File: config.mk
export PLATFORM = sky130hd
export DESIGN_NAME = bsh_cfg_regs_flat
export DESIGN_NICKNAME = d
export VERILOG_FILES = /design/src/hw/rtl/bsh_pkg.sv /design/src/hw/rtl/bsh_ifs.sv /design/src/hw/rtl/bsh_cfg_regs.sv /design/src/flat_wrapper.sv
export SDC_FILE = /design/constraint.sdc
export NUM_CORES = 1
export LEC_CHECK = 0
export BUFFER_PORTS_ARGS = -buffer_cell sky130_fd_sc_hd__buf_2
export CORE_MARGIN = 2
export CORE_UTILIZATION = 45
export CTS_CLUSTER_SIZE = 24
export DETAILED_ROUTE_END_ITERATION = 7
export PLACE_DENSITY = 0.66
export SETUP_SLACK_MARGIN = 0.15
export SYNTH_ARGS = -nofsm -noshare
export SYNTH_HDL_FRONTEND = slang
export SYNTH_SLANG_ARGS = --single-unit
File: constraint.sdc
create_clock -name i_clk -period 19 [get_ports i_clk]
set_input_delay 2.85 -clock i_clk [delete_from_list [all_inputs] [get_ports i_clk]]
set_output_delay 2.85 -clock i_clk [all_outputs]
set_load 0.005 [all_outputs]
File: src/hw/rtl/bsh_pkg.sv
// Shared types and constants for the box smoother with hold and jump lock.
// No dependencies; every other file of the block refers to this package.
`default_nettype none

package bsh_pkg;

    // Fixed field widths of the ports
    localparam int BOX_BITS      = 16;
    localparam int GAIN_BITS     = 16;
    localparam int HOLD_BITS     = 8;
    localparam int LOCK_BITS     = 8;
    localparam int JT_BITS       = 16;
    localparam int LIM_BITS      = JT_BITS + 1;
    localparam int LIM_SQ_BITS   = 2 * LIM_BITS;
    localparam int CFG_IDX_BITS  = 3;
    localparam int CFG_DATA_BITS = 16;

    // Register reset values
    localparam logic [HOLD_BITS-1:0] RST_HOLD_LIMIT       = 8'd12;
    localparam logic [LOCK_BITS-1:0] RST_LOCK_FRAMES_INIT = 8'd10;
    localparam logic [JT_BITS-1:0]   RST_JUMP_THRESHOLD   = 16'd1920;
    localparam logic [GAIN_BITS-1:0] RST_OVERRIDE_CONF    = 16'd51118;
    localparam logic [GAIN_BITS-1:0] RST_GAIN_HIGH        = 16'd22938;
    localparam logic [GAIN_BITS-1:0] RST_GAIN_LOW         = 16'd13107;
    localparam logic [GAIN_BITS-1:0] RST_GAIN_SELECT      = 16'd45875;
    localparam logic [LIM_SQ_BITS-1:0] RST_LIM_SQ =
        LIM_SQ_BITS'({RST_JUMP_THRESHOLD, 1'b0}) * LIM_SQ_BITS'({RST_JUMP_THRESHOLD, 1'b0});

    typedef enum logic [CFG_IDX_BITS-1:0] {
        CFG_HOLD_LIMIT       = 3'd0,
        CFG_LOCK_FRAMES_INIT = 3'd1,
        CFG_JUMP_THRESHOLD   = 3'd2,
        CFG_OVERRIDE_CONF    = 3'd3,
        CFG_GAIN_HIGH        = 3'd4,
        CFG_GAIN_LOW         = 3'd5,
        CFG_GAIN_SELECT      = 3'd6
    } t_cfg_idx;

    typedef enum logic [2:0] {
        SRC_NONE    = 3'd0,
        SRC_HELD    = 3'd1,
        SRC_ACQUIRE = 3'd2,
        SRC_REJECT  = 3'd3,
        SRC_SMOOTH  = 3'd4
    } t_src;

    typedef struct packed {
        logic                   has_box;
        logic [BOX_BITS-1:0]    box_confidence;
        logic [BOX_BITS-1:0]    box_x;
        logic [BOX_BITS-1:0]    box_y;
        logic [BOX_BITS-1:0]    box_width;
        logic [BOX_BITS-1:0]    box_height;
    } t_box_in;

    typedef struct packed {
        logic                   out_valid;
        logic [BOX_BITS-1:0]    out_confidence;
        logic [BOX_BITS-1:0]    out_x;
        logic [BOX_BITS-1:0]    out_y;
        logic [BOX_BITS-1:0]    out_width;
        logic [BOX_BITS-1:0]    out_height;
        t_src                   source;
    } t_box_out;

    // Register file contents as seen by the datapath
    typedef struct packed {
        logic [HOLD_BITS-1:0]   hold_limit;
        logic [LOCK_BITS-1:0]   lock_frames_init;
        logic [JT_BITS-1:0]     jump_threshold;
        logic [LIM_SQ_BITS-1:0] lim_sq;
        logic [GAIN_BITS-1:0]   override_confidence;
        logic [GAIN_BITS-1:0]   gain_high;
        logic [GAIN_BITS-1:0]   gain_low;
        logic [GAIN_BITS-1:0]   gain_select_level;
    } t_cfg;

endpackage

`default_nettype wire

File: src/hw/rtl/bsh_ifs.sv
// Valid/ready channel interfaces: box requests in, results out, register writes.
// Payload types come from bsh_pkg.
`default_nettype none


interface bsh_cfg_if;
    logic                                 valid;
    logic                                 ready;
    bsh_pkg::t_cfg_idx                    index;
    logic [bsh_pkg::CFG_DATA_BITS-1:0]    wdata;
    modport source (output valid, output index, output wdata, input ready);
    modport sink   (input valid, input index, input wdata, output ready);
endinterface

`default_nettype wire

File: src/hw/rtl/bsh_cfg_regs.sv
// Configuration register file; also keeps the squared doubled jump limit.
// Uses bsh_pkg and the bsh_cfg_if interface.
`default_nettype none

module bsh_cfg_regs (
    input  wire logic    i_clk,
    input  wire logic    i_rst_n,
    bsh_cfg_if.sink      i_cfg,
    output bsh_pkg::t_cfg o_cfg
);

    bsh_pkg::t_cfg                      r_cfg;
    logic [bsh_pkg::LIM_BITS-1:0]       w_lim;

    assign i_cfg.ready = 1'b1;
    assign w_lim       = {i_cfg.wdata[bsh_pkg::JT_BITS-1:0], 1'b0};

    always_ff @(posedge i_clk) begin
        if (!i_rst_n) begin
            r_cfg.hold_limit          <= bsh_pkg::RST_HOLD_LIMIT;
            r_cfg.lock_frames_init    <= bsh_pkg::RST_LOCK_FRAMES_INIT;
            r_cfg.jump_threshold      <= bsh_pkg::RST_JUMP_THRESHOLD;
            r_cfg.lim_sq              <= bsh_pkg::RST_LIM_SQ;
            r_cfg.override_confidence <= bsh_pkg::RST_OVERRIDE_CONF;
            r_cfg.gain_high           <= bsh_pkg::RST_GAIN_HIGH;
            r_cfg.gain_low            <= bsh_pkg::RST_GAIN_LOW;
            r_cfg.gain_select_level   <= bsh_pkg::RST_GAIN_SELECT;
        end else if (i_cfg.valid) begin
            case (i_cfg.index)
                bsh_pkg::CFG_HOLD_LIMIT: begin
                    r_cfg.hold_limit <= i_cfg.wdata[bsh_pkg::HOLD_BITS-1:0];
                end
                bsh_pkg::CFG_LOCK_FRAMES_INIT: begin
                    r_cfg.lock_frames_init <= i_cfg.wdata[bsh_pkg::LOCK_BITS-1:0];
                end
                bsh_pkg::CFG_JUMP_THRESHOLD: begin
                    r_cfg.jump_threshold <= i_cfg.wdata[bsh_pkg::JT_BITS-1:0];
                    // limit is compared squared, so square it once here
                    r_cfg.lim_sq <= bsh_pkg::LIM_SQ_BITS'(w_lim) * bsh_pkg::LIM_SQ_BITS'(w_lim);
                end
                bsh_pkg::CFG_OVERRIDE_CONF: begin
                    r_cfg.override_confidence <= i_cfg.wdata[bsh_pkg::GAIN_BITS-1:0];
                end
                bsh_pkg::CFG_GAIN_HIGH: begin
                    r_cfg.gain_high <= i_cfg.wdata[bsh_pkg::GAIN_BITS-1:0];
                end
                bsh_pkg::CFG_GAIN_LOW: begin
                    r_cfg.gain_low <= i_cfg.wdata[bsh_pkg::GAIN_BITS-1:0];
                end
                bsh_pkg::CFG_GAIN_SELECT: begin
                    r_cfg.gain_select_level <= i_cfg.wdata[bsh_pkg::GAIN_BITS-1:0];
                end
                default: begin
                end
            endcase
        end
    end

    assign o_cfg = r_cfg;

endmodule

`default_nettype wire

File: src/flat_wrapper.sv
// flat-port wrapper written by rule: the top's interface ports become plain ports
module bsh_cfg_regs_flat 
  (i_clk, i_rst_n, o_cfg, i_cfg_valid, i_cfg_index, i_cfg_wdata, i_cfg_ready);
  bsh_cfg_if i_cfg_i ();
  input  wire logic i_clk;
  input  wire logic i_rst_n;
  output bsh_pkg::t_cfg o_cfg;
  input wire logic [$bits(i_cfg_i.valid)-1:0] i_cfg_valid;
  input wire logic [$bits(i_cfg_i.index)-1:0] i_cfg_index;
  input wire logic [$bits(i_cfg_i.wdata)-1:0] i_cfg_wdata;
  output wire logic [$bits(i_cfg_i.ready)-1:0] i_cfg_ready;
  assign i_cfg_i.valid = i_cfg_valid;
  assign i_cfg_i.index = i_cfg_index;
  assign i_cfg_i.wdata = i_cfg_wdata;
  assign i_cfg_ready = i_cfg_i.ready;
  bsh_cfg_regs u_core (.i_clk(i_clk), .i_rst_n(i_rst_n), .i_cfg(i_cfg_i), .o_cfg(o_cfg));
endmodule
# Yosys cells after proc, flatten, opt, wreduce, memory -nomap -nowiden
# Index checks and enable logic that the tools add are counted.
op_classes:
  multipliers: 1
  eq_ne: 6
  reduce_logical: 8
ops:
  columns: ["cell", "n"]
  rows:
  - ["$mul 16x16->32", 1]
  - ["$reduce_and 2->1", 7]
  - ["$eq 3x3->1 const B", 3]
  - ["$eq 3x2->1 const B", 2]
  - ["$eq 3x1->1 const B", 1]
  - ["$logic_not 3->1", 1]
totals:
  regBits: 128
  output_inout_bits: 131
  word_cells: 23

# Logic depth before layout (Yosys ltp)
# Gate-level depths: netlist of run 1.
depth:
  word_depth: 2
  ltp_mapped: 24

# Worst setup path after synthesis of run 1
# No wires, ideal clock.
synth_path:
  kind: "input to register"
  start: "input i_cfg_wdata[13]"
  end: "register u_core.r_cfg (netlist bit u_core.o_cfg[95])"
  setup_time_ns: 0.136
  t_arrival_ns: 8.375
  setup_slack_ns: 10.489
  path_stages: 20
  n_path_buf: 2
  cell_sequence: "clkbuf_1 -> clkbuf_1 -> nand2_1 -> fa_1 -> fa_1 -> inv_1 -> fa_1 -> fa_1 -> fa_1 -> inv_1 -> fa_1 -> inv_1 -> ha_1 -> a21oi_1 -> o21ai_0 -> o31a_1 -> a211o_1 -> a31oi_4 -> mux2i_1 -> a211oi_2"
synth_via:
  elab_chain_len: 1
synth_lines:
  columns: ["item", "line_no", "text"]
  rows:
  - ["start, declared", "flat_wrapper.sv:10", "input wire logic [$bits(i_cfg_i.wdata)-1:0] i_cfg_wdata;"]
  - ["$mul 16x16->32", "bsh_cfg_regs.sv:39", "r_cfg.lim_sq <= bsh_pkg::LIM_SQ_BITS'(w_lim) * bsh_pkg::LIM_SQ_BITS'(w_lim);"]
  - ["end, declared", "bsh_cfg_regs.sv:12", "bsh_pkg::t_cfg r_cfg;"]
# No other way between the ends.
# A chain may end at the register's enable or synchronous reset.

# Worst setup path in the final report of run 1
layout_path:
  start: "input i_cfg_wdata[12]"
  end: "register u_core.r_cfg (netlist bit u_core.o_cfg[95])"
# Same word-level chain as after synthesis.

==> results.md, run 1 <==
- Final nets: 1,795
- Initial Util: 45.5%
- Share of the synthesized area in the top cell type: 27.5%
- Share of layout cells above drive strength 1: 13.0%
- Count leader, synth: nand2_1
- Hold buffers post-CTS: 0
- First-pass GRT wire length: about 52,000 um
- Critical path depth in cells: 21
- Most area-hungry cell type in the Yosys netlist: fa_1
- Cell mode on critical path: fa_1
- Post-Syn Instances: 1,412
- Compound-Gate Fraction of Synth Area: 10.7%
- Max reg flops: 126
- Max Slew Vio Count: 0
- Slowest CP cell: fa_1
- Largest net degree at the start of global routing: between 70 and 80
- Clk_lat worst skew: 420 ps
- Total number of vias: 9,909
- VDD IR max: 0.000207 V
- Final setup vio count: 0
- Vias in the first global route: 9,640
- Setup CP Type: input port to flop
- Post-synthesis adder-cell area fraction: 38.3%
- WL met2: approximately 16,000 um
- Clock sink count: 126
- Min-Delay Path Class: flop to flop
- Commonest cells in the netlist: nand2_1 (287), inv_1 (247), fa_1 (162)
- Gr ovfl total: 0
- Core Footprint: 0.0259 mm2
- Core Util, Final: about half
- CP endpoint kind: flop
- Fill cells: 2,445
- Routed wire length: roughly 33,000 um
- Worst path buffer plus inverter count: 5
- Max-slew headroom: 33.6%
- R2r worst-path depth: 2
- CTS max path bufs: 2
- I/O Pins: 153
- Initial antenna violation count: 0
- Cell variety after synth: 53
- Max stage delay on crit path: 550 ps
- WL per Instance: 17.8 um
- Leakage: a little under 7 nW
- Synth Area in Simple Gates: 16.5%
- Worst slew pin tran: 992 ps
- Post-synth EDFFs: 0
- Final min period: 8740 ps
- Crit share post-route: ~46%
- Routed Antenna Nets: 0
- GRT Total Usage: 24.2%
- Post-synthesis sequential area ratio: between 20% and 30%
- Pwr dens: 191 mW/mm2
- CP delay by family, top: adder cells
- XOR/XNOR Fraction of Synth Area: 2.08%
- Final hold violation count: 0
- DIE AREA: 0.0275 mm2
- Top_reg_cell synth: dfxtp_1
- Ant diodes: 0
- Top post-synthesis cells by area: fa_1 (27%), dfxtp_1 (21%), ha_1 (11%)
- Async set-or-reset flop fraction in the synthesized netlist: 0%
- Die Wd: 166 um
- RSZ-0062 raised after global routing: false
- Seq. cell area: 0.00252 mm2
- Synthesis Warnings: 0
- Seq cells post-synth: 126
- Startpoint class of the critical path: input port
- Placement Rows: 59
- DRC: 0
- HPWL after detailed placement: 24,500 um
- Critical Path, Cell by Cell: buf_2, clkinv_1, nor2_1, ha_1, xor2_1, fa_1, inv_1, fa_1, fa_1, fa_1, inv_1, fa_1, inv_1, ha_1, a21oi_1, o21ai_0, o31a_1, a211o_1, a31oi_4, mux2i_1, a211oi_2
- Number of DRC markers in iteration 0: 591
- First drt pass iteration count: 5
- Vias per cell: 5.34
- Post-cts sizing count: 0
- Met3 wire length: 1890 um
- Syn_area_per_cell: roughly 8.4 um2
- Post-CTS setup buffer count: 0
- GPL Wtd Cong: 0.859
- Setup_tns: 0 ps
- CTS tree: yes
- Largest family of logic cells by synthesized area: adder cells
- Status: completed
- Htree depth: 4
- Detailed-routing wirelength on met1: ~14,000 um
- Root Driver: clkbuf_16
- Clock transition at path regs: around 70 ps
- Post-synth design cell area: 0.0118 mm2
- Port buffer count: 148
- FMAX: 0.114 GHz
- Crit path required time: approximately 19,000 ps
- Mux cell area share after synthesis: 0.350%
- Arrival @ worst endpoint: between 9000 and 10,000 ps
- Post-route cell area: 0.0133 mm2
- Area post-placement: approximately 0.013 mm2
- Top layer reached by signal wires: met4
- Die Y: approximately 170 um
- Crit Path Max Fanout: 13
- Worst Clk Skew: 0 ps
- Syn-to-layout area delta: 12.6%
- CTS buffer count: 17
- Multi-input gate area: about 0.008 mm2
- Max cap viols: 0
- Hold Path Depth: 2
-- path summary, 6_finish.rpt --
kind / start / end / slack (ps)
max reg2reg: u_core.o_cfg[90] / u_core.o_cfg[90] / 18260
min: u_core.o_cfg[72] / u_core.o_cfg[72] / 450
min reg2reg: u_core.o_cfg[72] / u_core.o_cfg[72] / 450
max: i_cfg_wdata[12] / u_core.o_cfg[95] / 10260
-- worst register-to-register path, delay by kind of cell, from the launching register on --
| kind | cells | cell delay (ps) |
|---|---|---|
| DFF | 1 | 390 |
| AOI/OAI and AO/OA | 2 | 280 |
-- final cells by class --
type	count	area share (%)
flip-flops and latches	126	19.0
repair buffers	152	5.80
clock inverters	14	1.07
inverters	252	7.12
well taps	335	3.16
clock buffers	18	3.31
multi-input cells	960	60.5
-- kinds of logic (layout without fill, tap and decap cells) --
family                   count (synthesis)  count (layout)
AO/OA/AOI/OAI                          208             208
flip-flops                             126             126
other                                    2               4
adder cells (fa/ha/maj)                264             264
AND/OR/NAND/NOR                        452             452
XOR/XNOR                                28              28
buffers and inverters                  328             436
multiplexers                             4               4
-- layout by cell type, fill, tap and decap left out, drive strengths merged, types with 8 or more instances in the layout --
cell type    n
a211oi       8
a21o        11
a21oi      101
and2        36
buf        152
clkbuf      18
dfxtp      126
fa         162
ha         102
inv        258
nand2      287
nand3       39
nor2        45
nor2b        9
nor3        10
o211ai      27
o21ai       31
xnor2       20
xor2         8
-- layer usage --
metal | vias up | global-route usage [%]
met4 | 0 | 9.15
met2 | 334 | 40.7
met3 | 73 | 3.79
met5 | - | 0
met1 | 4906 | 31.5
li1 | 4596 | -
-- report_power, final --
group / internal [mW] / switching (mW) / total, mW
combinational: 0.745 / 1.17 / 1.91
sequential: 0.280 / 0.0110 / 0.291
clock: 0.188 / 0.150 / 0.338
-- metrics by stage --
stage	power, mW	setup slack (ps)	hold WS, ps	cells
finish	2.54	10260	449	1857
global route	2.78	9930	466	1857
CTS	2.52	10340	450	1857
detailed placement	2.18	9890	441	1825
global placement	2.16	10000	435	1825
floorplan	1.74	10490	448	1414
Power figures use the tool's default switching activity.
==> run 2: changes to the inputs <==
PLACE_DENSITY = 0.68   (was 0.66)
clock period = 8 ns   (was 19 ns; I/O delays follow)
==> results.md, run 2 (synthesis results as in run 1) <==
- Status: completed
- Crit share post-route: a little under nine tenths
- Initial Util: 45.5% (unchanged)
- DRC: 0 (unchanged)
- Slowest CP cell: fa_1
- Port buffer count: 148 (unchanged)
- Max reg flops: 126 (unchanged)
- CTS tree: yes
- Crit Path Max Fanout: 21 (+8)
- Gr ovfl total: 0 (unchanged)
- Pwr dens: 460 mW/mm2 (+140%)
- VDD IR max: 0.000561 V (+170%)
- RSZ-0062 raised after global routing: false
- Total number of vias: 9,963 (+0.54%)
- WL per Instance: 17.7 um (-0.36%)
- Setup_tns: 0 ps (unchanged)
- P_int: 2.91 mW (+140%)
- Final setup vio count: 0 (unchanged)
- Sequential share of power: 11.2% (-0.3 points)
- Htree depth: 4 (unchanged)
- GRT Total Usage: 24.3% (+0.092 points)
- HPWL after detailed placement: 24,700 um (+0.77%)
- First-pass GRT wire length: 52,600 um (+0.52%)
- CP delay by family, top: adder cells
- Clock transition at path regs: 70 ps (about the same)
- Number of DRC markers in iteration 0: 776 (+31%)
- Final nets: 1,804 (+0.50%)
- Leading cell type in the layout, fill and taps excluded: nand2_1
- Comb power frac: 75.8% (+0.5 points)
- CP endpoint kind: flop
- Most frequent cells in the layout: nand2_1 (287), inv_1 (247), fa_1 (162), buf_2 (148), dfxtp_1 (126)
- Placement Rows: 59 (unchanged)
- Core Footprint: 0.0259 mm2 (unchanged)
- Cell mode on critical path: fa_1
- Worst path buffer plus inverter count: 5 (unchanged)
- Final min period: 6900 ps
- FMAX: 0.145 GHz
- Max-slew headroom: 32.7% (-0.93 points)
- Post-CTS setup buffer count: 0 (unchanged)
- Sw Share: 52.5% (+0.27 points)
- Met1 Track Usage GR: 31.2% (-0.22 points)
- Routed wire length: 33,100 um (+0.13%)
- Initial antenna violation count: 0 (unchanged)
- Most Used Layer, Global Route: met2
- Max stage delay on crit path: 540 ps (about the same)
- Min-Delay Path Class: flop to flop
- Hold buffers post-CTS: 0 (unchanged)
- Die Wd: 166 um (unchanged)
- Clock network power share: 13.0% (-0.3 points)
- Vias per cell: 5.34 (about the same)
- Crit path required time: 8300 ps (-11,000 ps)
- Worst Clk Skew: 0 ps (unchanged)
- CTS max path bufs: 2 (unchanged)
- Clk_lat worst skew: 420 ps (about the same)
- Share of layout cells above drive strength 1: 13.5% (+0.51 points)
- Syn-to-layout area delta: 13.2%
- Arrival @ worst endpoint: 7190 ps (-1850 ps)
- Max Slew Vio Count: 0 (unchanged)
- Final hold violation count: 0 (unchanged)
- Root Driver: clkbuf_16
- DIE AREA: 0.0275 mm2 (unchanged)
- Met2 Use GR: 42.1% (+1.5 points)
- Fill cells: 2,461 (+0.65%)
- GPL Wtd Cong: 0.863 (+0.37%)
- CTS buffer count: 17 (unchanged)
- Die Y: 166 um (unchanged)
- Max cap viols: 0 (unchanged)
- Routed Antenna Nets: 0 (unchanged)
- Startpoint class of the critical path: input port
- First drt pass iteration count: 8 (+3)
- Post-cts sizing count: 0 (unchanged)
- I/O Pins: 153 (unchanged)
- Leakage: 6.85 nW (+0.67%)
- Clock sink count: 126 (unchanged)
- Critical Path, Cell by Cell: buf_2, inv_1, nor2_1, ha_1, xor2_1, fa_1, inv_1, fa_1, fa_1, fa_1, inv_1, fa_1, inv_1, ha_1, a21oi_1, o21ai_0, o31a_1, a211o_1, a31oi_4, mux2i_1, a211oi_2
- Vias in the first global route: 9,747 (+1.1%)
- Routing usage on met3: 3.48% (-0.31 points)
- Largest net degree at the start of global routing: 58 (-21%)
- Core Util, Final: 51.5% (+0.28 points)
- Worst slew pin tran: 1010 ps (+14.0 ps)
- Ant diodes: 0 (unchanged)
- Psw: 3.23 mW (+140%)
- Setup CP Type: input port to flop
[run 2: stage by stage]
stage	hold WS, ps	total power, mW	setup WS [ps]	area, um2	instances
floorplan	448	4.13	1140	11800	1414
global placement	437	5.22	827	12800	1834
detailed placement	442	5.26	733	12800	1834
CTS	450	6.08	1170	13400	1866
global route	465	6.70	815	13400	1866
finish	447	6.14	1100	13400	1866
[run 2: routing by layer]
metal	share of wire [%]	up-vias
met1	40	4902
li1	-	4613
met3	6.5	60
met5	0	-
met4	2.7	0
met2	50	388
[run 2: cell type report]
| cell class | count | area, um2 | area share (%) |
|---|---|---|---|
| clock inverters | 14 | 148 | 1.11 |
| repair buffers | 161 | 838 | 6.28 |
| well taps | 335 | 419 | 3.14 |
| inverters | 252 | 946 | 7.08 |
| flip-flops and latches | 126 | 2520 | 18.9 |
| multi-input cells | 960 | 8040 | 60.2 |
| clock buffers | 18 | 439 | 3.29 |
[run 2: worst paths after layout]
path / startpoint / endpoint / slack (ps) / depth (start not counted)
worst min register to register: u_core.o_cfg[68] / u_core.o_cfg[68] / 450 / 2
worst min-delay path: u_core.o_cfg[68] / u_core.o_cfg[68] / 450 / 2
worst max-delay path: i_cfg_wdata[2] / u_core.o_cfg[95] / 1100 / 21
worst max register to register: u_core.o_cfg[90] / u_core.o_cfg[90] / 7240 / 2
[run 2: worst reg2reg max path, cell delays in order (launching register included)]
cell,delay [ps]
dfxtp_1,400
o21ai_0,120
a31oi_1,170
[run 2: power by group through the flow]
stage               clock network, mW  registers, mW  logic, mW
floorplan                           0          0.700       3.43
global placement                    0          0.701       4.52
detailed placement                  0          0.701       4.56
CTS                             0.803          0.687       4.59
global route                    0.834          0.692       5.18
finish                          0.800          0.688       4.65
==> run 3: changes to the inputs <==
PLACE_DENSITY = 0.66   (was 0.68)
clock period = 8.5 ns   (was 8 ns; I/O delays follow)
==> results.md, run 3 (synthesis results as in run 1) <==
- Status: completed
- Crit Path Max Fanout: 16 (-24%)
- Crit share post-route: 83.8%
- Vias in the first global route: 9,702 (-0.46%)
- Clock sink count: 126 (unchanged)
- CTS max path bufs: 2 (unchanged)
- VDD IR max: 0.000375 V (-33%)
- DIE AREA: 0.0275 mm2 (unchanged)
- Number of DRC markers in iteration 0: 643 (-17%)
- Met1 Track Usage GR: 30.8% (-0.40 points)
- Final min period: 7120 ps
- Setup CP Type: input port to flop
- Slowest CP cell: fa_1
- Setup_tns: 0 ps (unchanged)
- Syn-to-layout area delta: 12.7%
- Die Y: 166 um (unchanged)
- Min-Delay Path Class: flop to flop
- CP delay by family, top: adder cells
- Arrival @ worst endpoint: 7410 ps (+220 ps)
- Max-slew headroom: 35.1% (+2.3 points)
- Most Used Layer, Global Route: met2
- Max Slew Vio Count: 0 (unchanged)
- FMAX: 0.140 GHz
- Max cap viols: 0 (unchanged)
- Routed Antenna Nets: 0 (unchanged)
- Largest net degree at the start of global routing: 73 (+26%)
- GPL Wtd Cong: 0.885 (+2.6%)
- Hold Slack: 450 ps (+3.04 ps)
- Max stage delay on crit path: 550 ps (about the same)
- Final nets: 1,797 (-0.39%)
- Pwr dens: 427 mW/mm2 (-7.1%)
- GRT Total Usage: 23.9% (-0.33 points)
- Critical Path Start: i_cfg_wdata[3]
- Leading cell type in the layout, fill and taps excluded: nand2_1
- Gr ovfl total: 0 (unchanged)
- Clk_lat worst skew: 420 ps (about the same)
- Ant diodes: 0 (unchanged)
- Worst slew pin tran: 971 ps (-35.0 ps)
- Total number of vias: 9,685 (-2.8%)
- DRC: 0 (unchanged)
- Die Wd: 166 um (unchanged)
- Post-CTS setup buffer count: 0 (unchanged)
- Launching point of the worst reg2reg path: u_core.o_cfg[89]
- Critical Path, Cell by Cell: buf_2, clkinv_1, nor2_1, ha_1, xor2_1, fa_1, inv_1, fa_1, fa_1, fa_1, inv_1, fa_1, inv_1, ha_1, a21oi_1, o21ai_0, o31a_1, a211o_1, a31oi_4, mux2i_1, a211oi_2
- CTS buffer count: 17 (unchanged)
- Core Footprint: 0.0259 mm2 (unchanged)
- Initial Util: 45.5% (unchanged)
- Leakage: 6.81 nW (-0.51%)
- Worst hold path startpoint: u_core.o_cfg[81]
- Clock transition at path regs: 70 ps (about the same)
- First-pass GRT wire length: 52,000 um (-1.0%)
- Final hold violation count: 0 (unchanged)
- Crit path required time: 8790 ps (+490 ps)
- CP endpoint kind: flop
- Initial antenna violation count: 0 (unchanged)
- I/O Pins: 153 (unchanged)
- Most frequent cells in the layout: nand2_1 (287), inv_1 (247), fa_1 (162), buf_2 (148), dfxtp_1 (126)
- Htree depth: 4 (unchanged)
- Vias per cell: 5.21 (-2.4%)
- Worst Clk Skew: 0 ps (unchanged)
- Share of layout cells above drive strength 1: 13.1% (-0.40 points)
- CTS tree: yes
- Worst reg-to-reg setup slack: 7730 ps (+490 ps)
- WL per Instance: 17.4 um (-1.8%)
- HPWL after detailed placement: 24,300 um (-1.7%)
- Placement Rows: 59 (unchanged)
- Cell mode on critical path: fa_1
- Port buffer count: 148 (unchanged)
- Final setup vio count: 0 (unchanged)
- Hold buffers post-CTS: 0 (unchanged)
- Met2 Use GR: 41.3% (-0.85 points)
- Startpoint class of the critical path: input port
- First drt pass iteration count: 5 (-3)
- Routing usage on met3: 3.62% (+0.14 points)
- Worst path buffer plus inverter count: 5 (unchanged)
- Max reg flops: 126 (unchanged)
- Root Driver: clkbuf_16
- RSZ-0062 raised after global routing: false
- Routed wire length: 32,400 um (-2.2%)
- Post-cts sizing count: 0 (unchanged)
[run 3: cell count changes in the layout (fill, tap and decap cells not counted)]
cell / before / now
inv_6: 5 / 6
buf_4: 13 / 6
inv_8: 3 / 2
[run 3: path summary, 6_finish.rpt]
check                     endpoint  cells after the start
hold / removal    u_core.o_cfg[81]                      2
setup reg to reg  u_core.o_cfg[89]                      2
hold reg to reg   u_core.o_cfg[81]                      2
setup / recovery  u_core.o_cfg[95]                     21
[run 3: routing by layer]
| layer | part of all wire (%) | wire length, um | vias up |
|---|---|---|---|
| met3 | 4.5 | 1460 | 58 |
| met4 | 3.2 | 1040 | 0 |
| li1 | - | - | 4594 |
| met2 | 50 | 16100 | 278 |
| met5 | 0 | 0 | - |
| met1 | 43 | 13800 | 4755 |
[run 3: layout make-up]
type | instances | area, um2
Clock buffer | 18 | 439
Clock inverter | 14 | 145
Fill cell | 2487 | 12600
Inverter | 252 | 946
Multi-Input combinational cell | 960 | 8040
Sequential cell | 126 | 2520
Tap cell | 335 | 419
Timing Repair Buffer | 154 | 786
[run 3: metrics by stage]
| step | cell area (um2) | setup slack, ps | instances | power (mW) | utilization, % |
|---|---|---|---|---|---|
| floorplan | 11800 | 1560 | 1414 | 3.88 | - |
| global placement | 12700 | 1140 | 1827 | 4.83 | 49.1 |
| detailed placement | 12700 | 975 | 1827 | 4.88 | 49.1 |
| CTS | 13300 | 1410 | 1859 | 5.66 | 51.3 |
| global route | 13300 | 1090 | 1859 | 6.26 | 51.3 |
| finish | 13300 | 1380 | 1859 | 5.68 | 51.3 |
[run 3: worst register-to-register path, cell delays in order, from the launching register on]
cell and delay, ps:
dfxtp_1 390, nor2_1 70, a211oi_1 220
[run 3: power by group]
group	switching (mW)	total [mW]	internal, mW
combinational	2.62	4.29	1.67
sequential	0.0235	0.650	0.626
clock	0.320	0.740	0.421
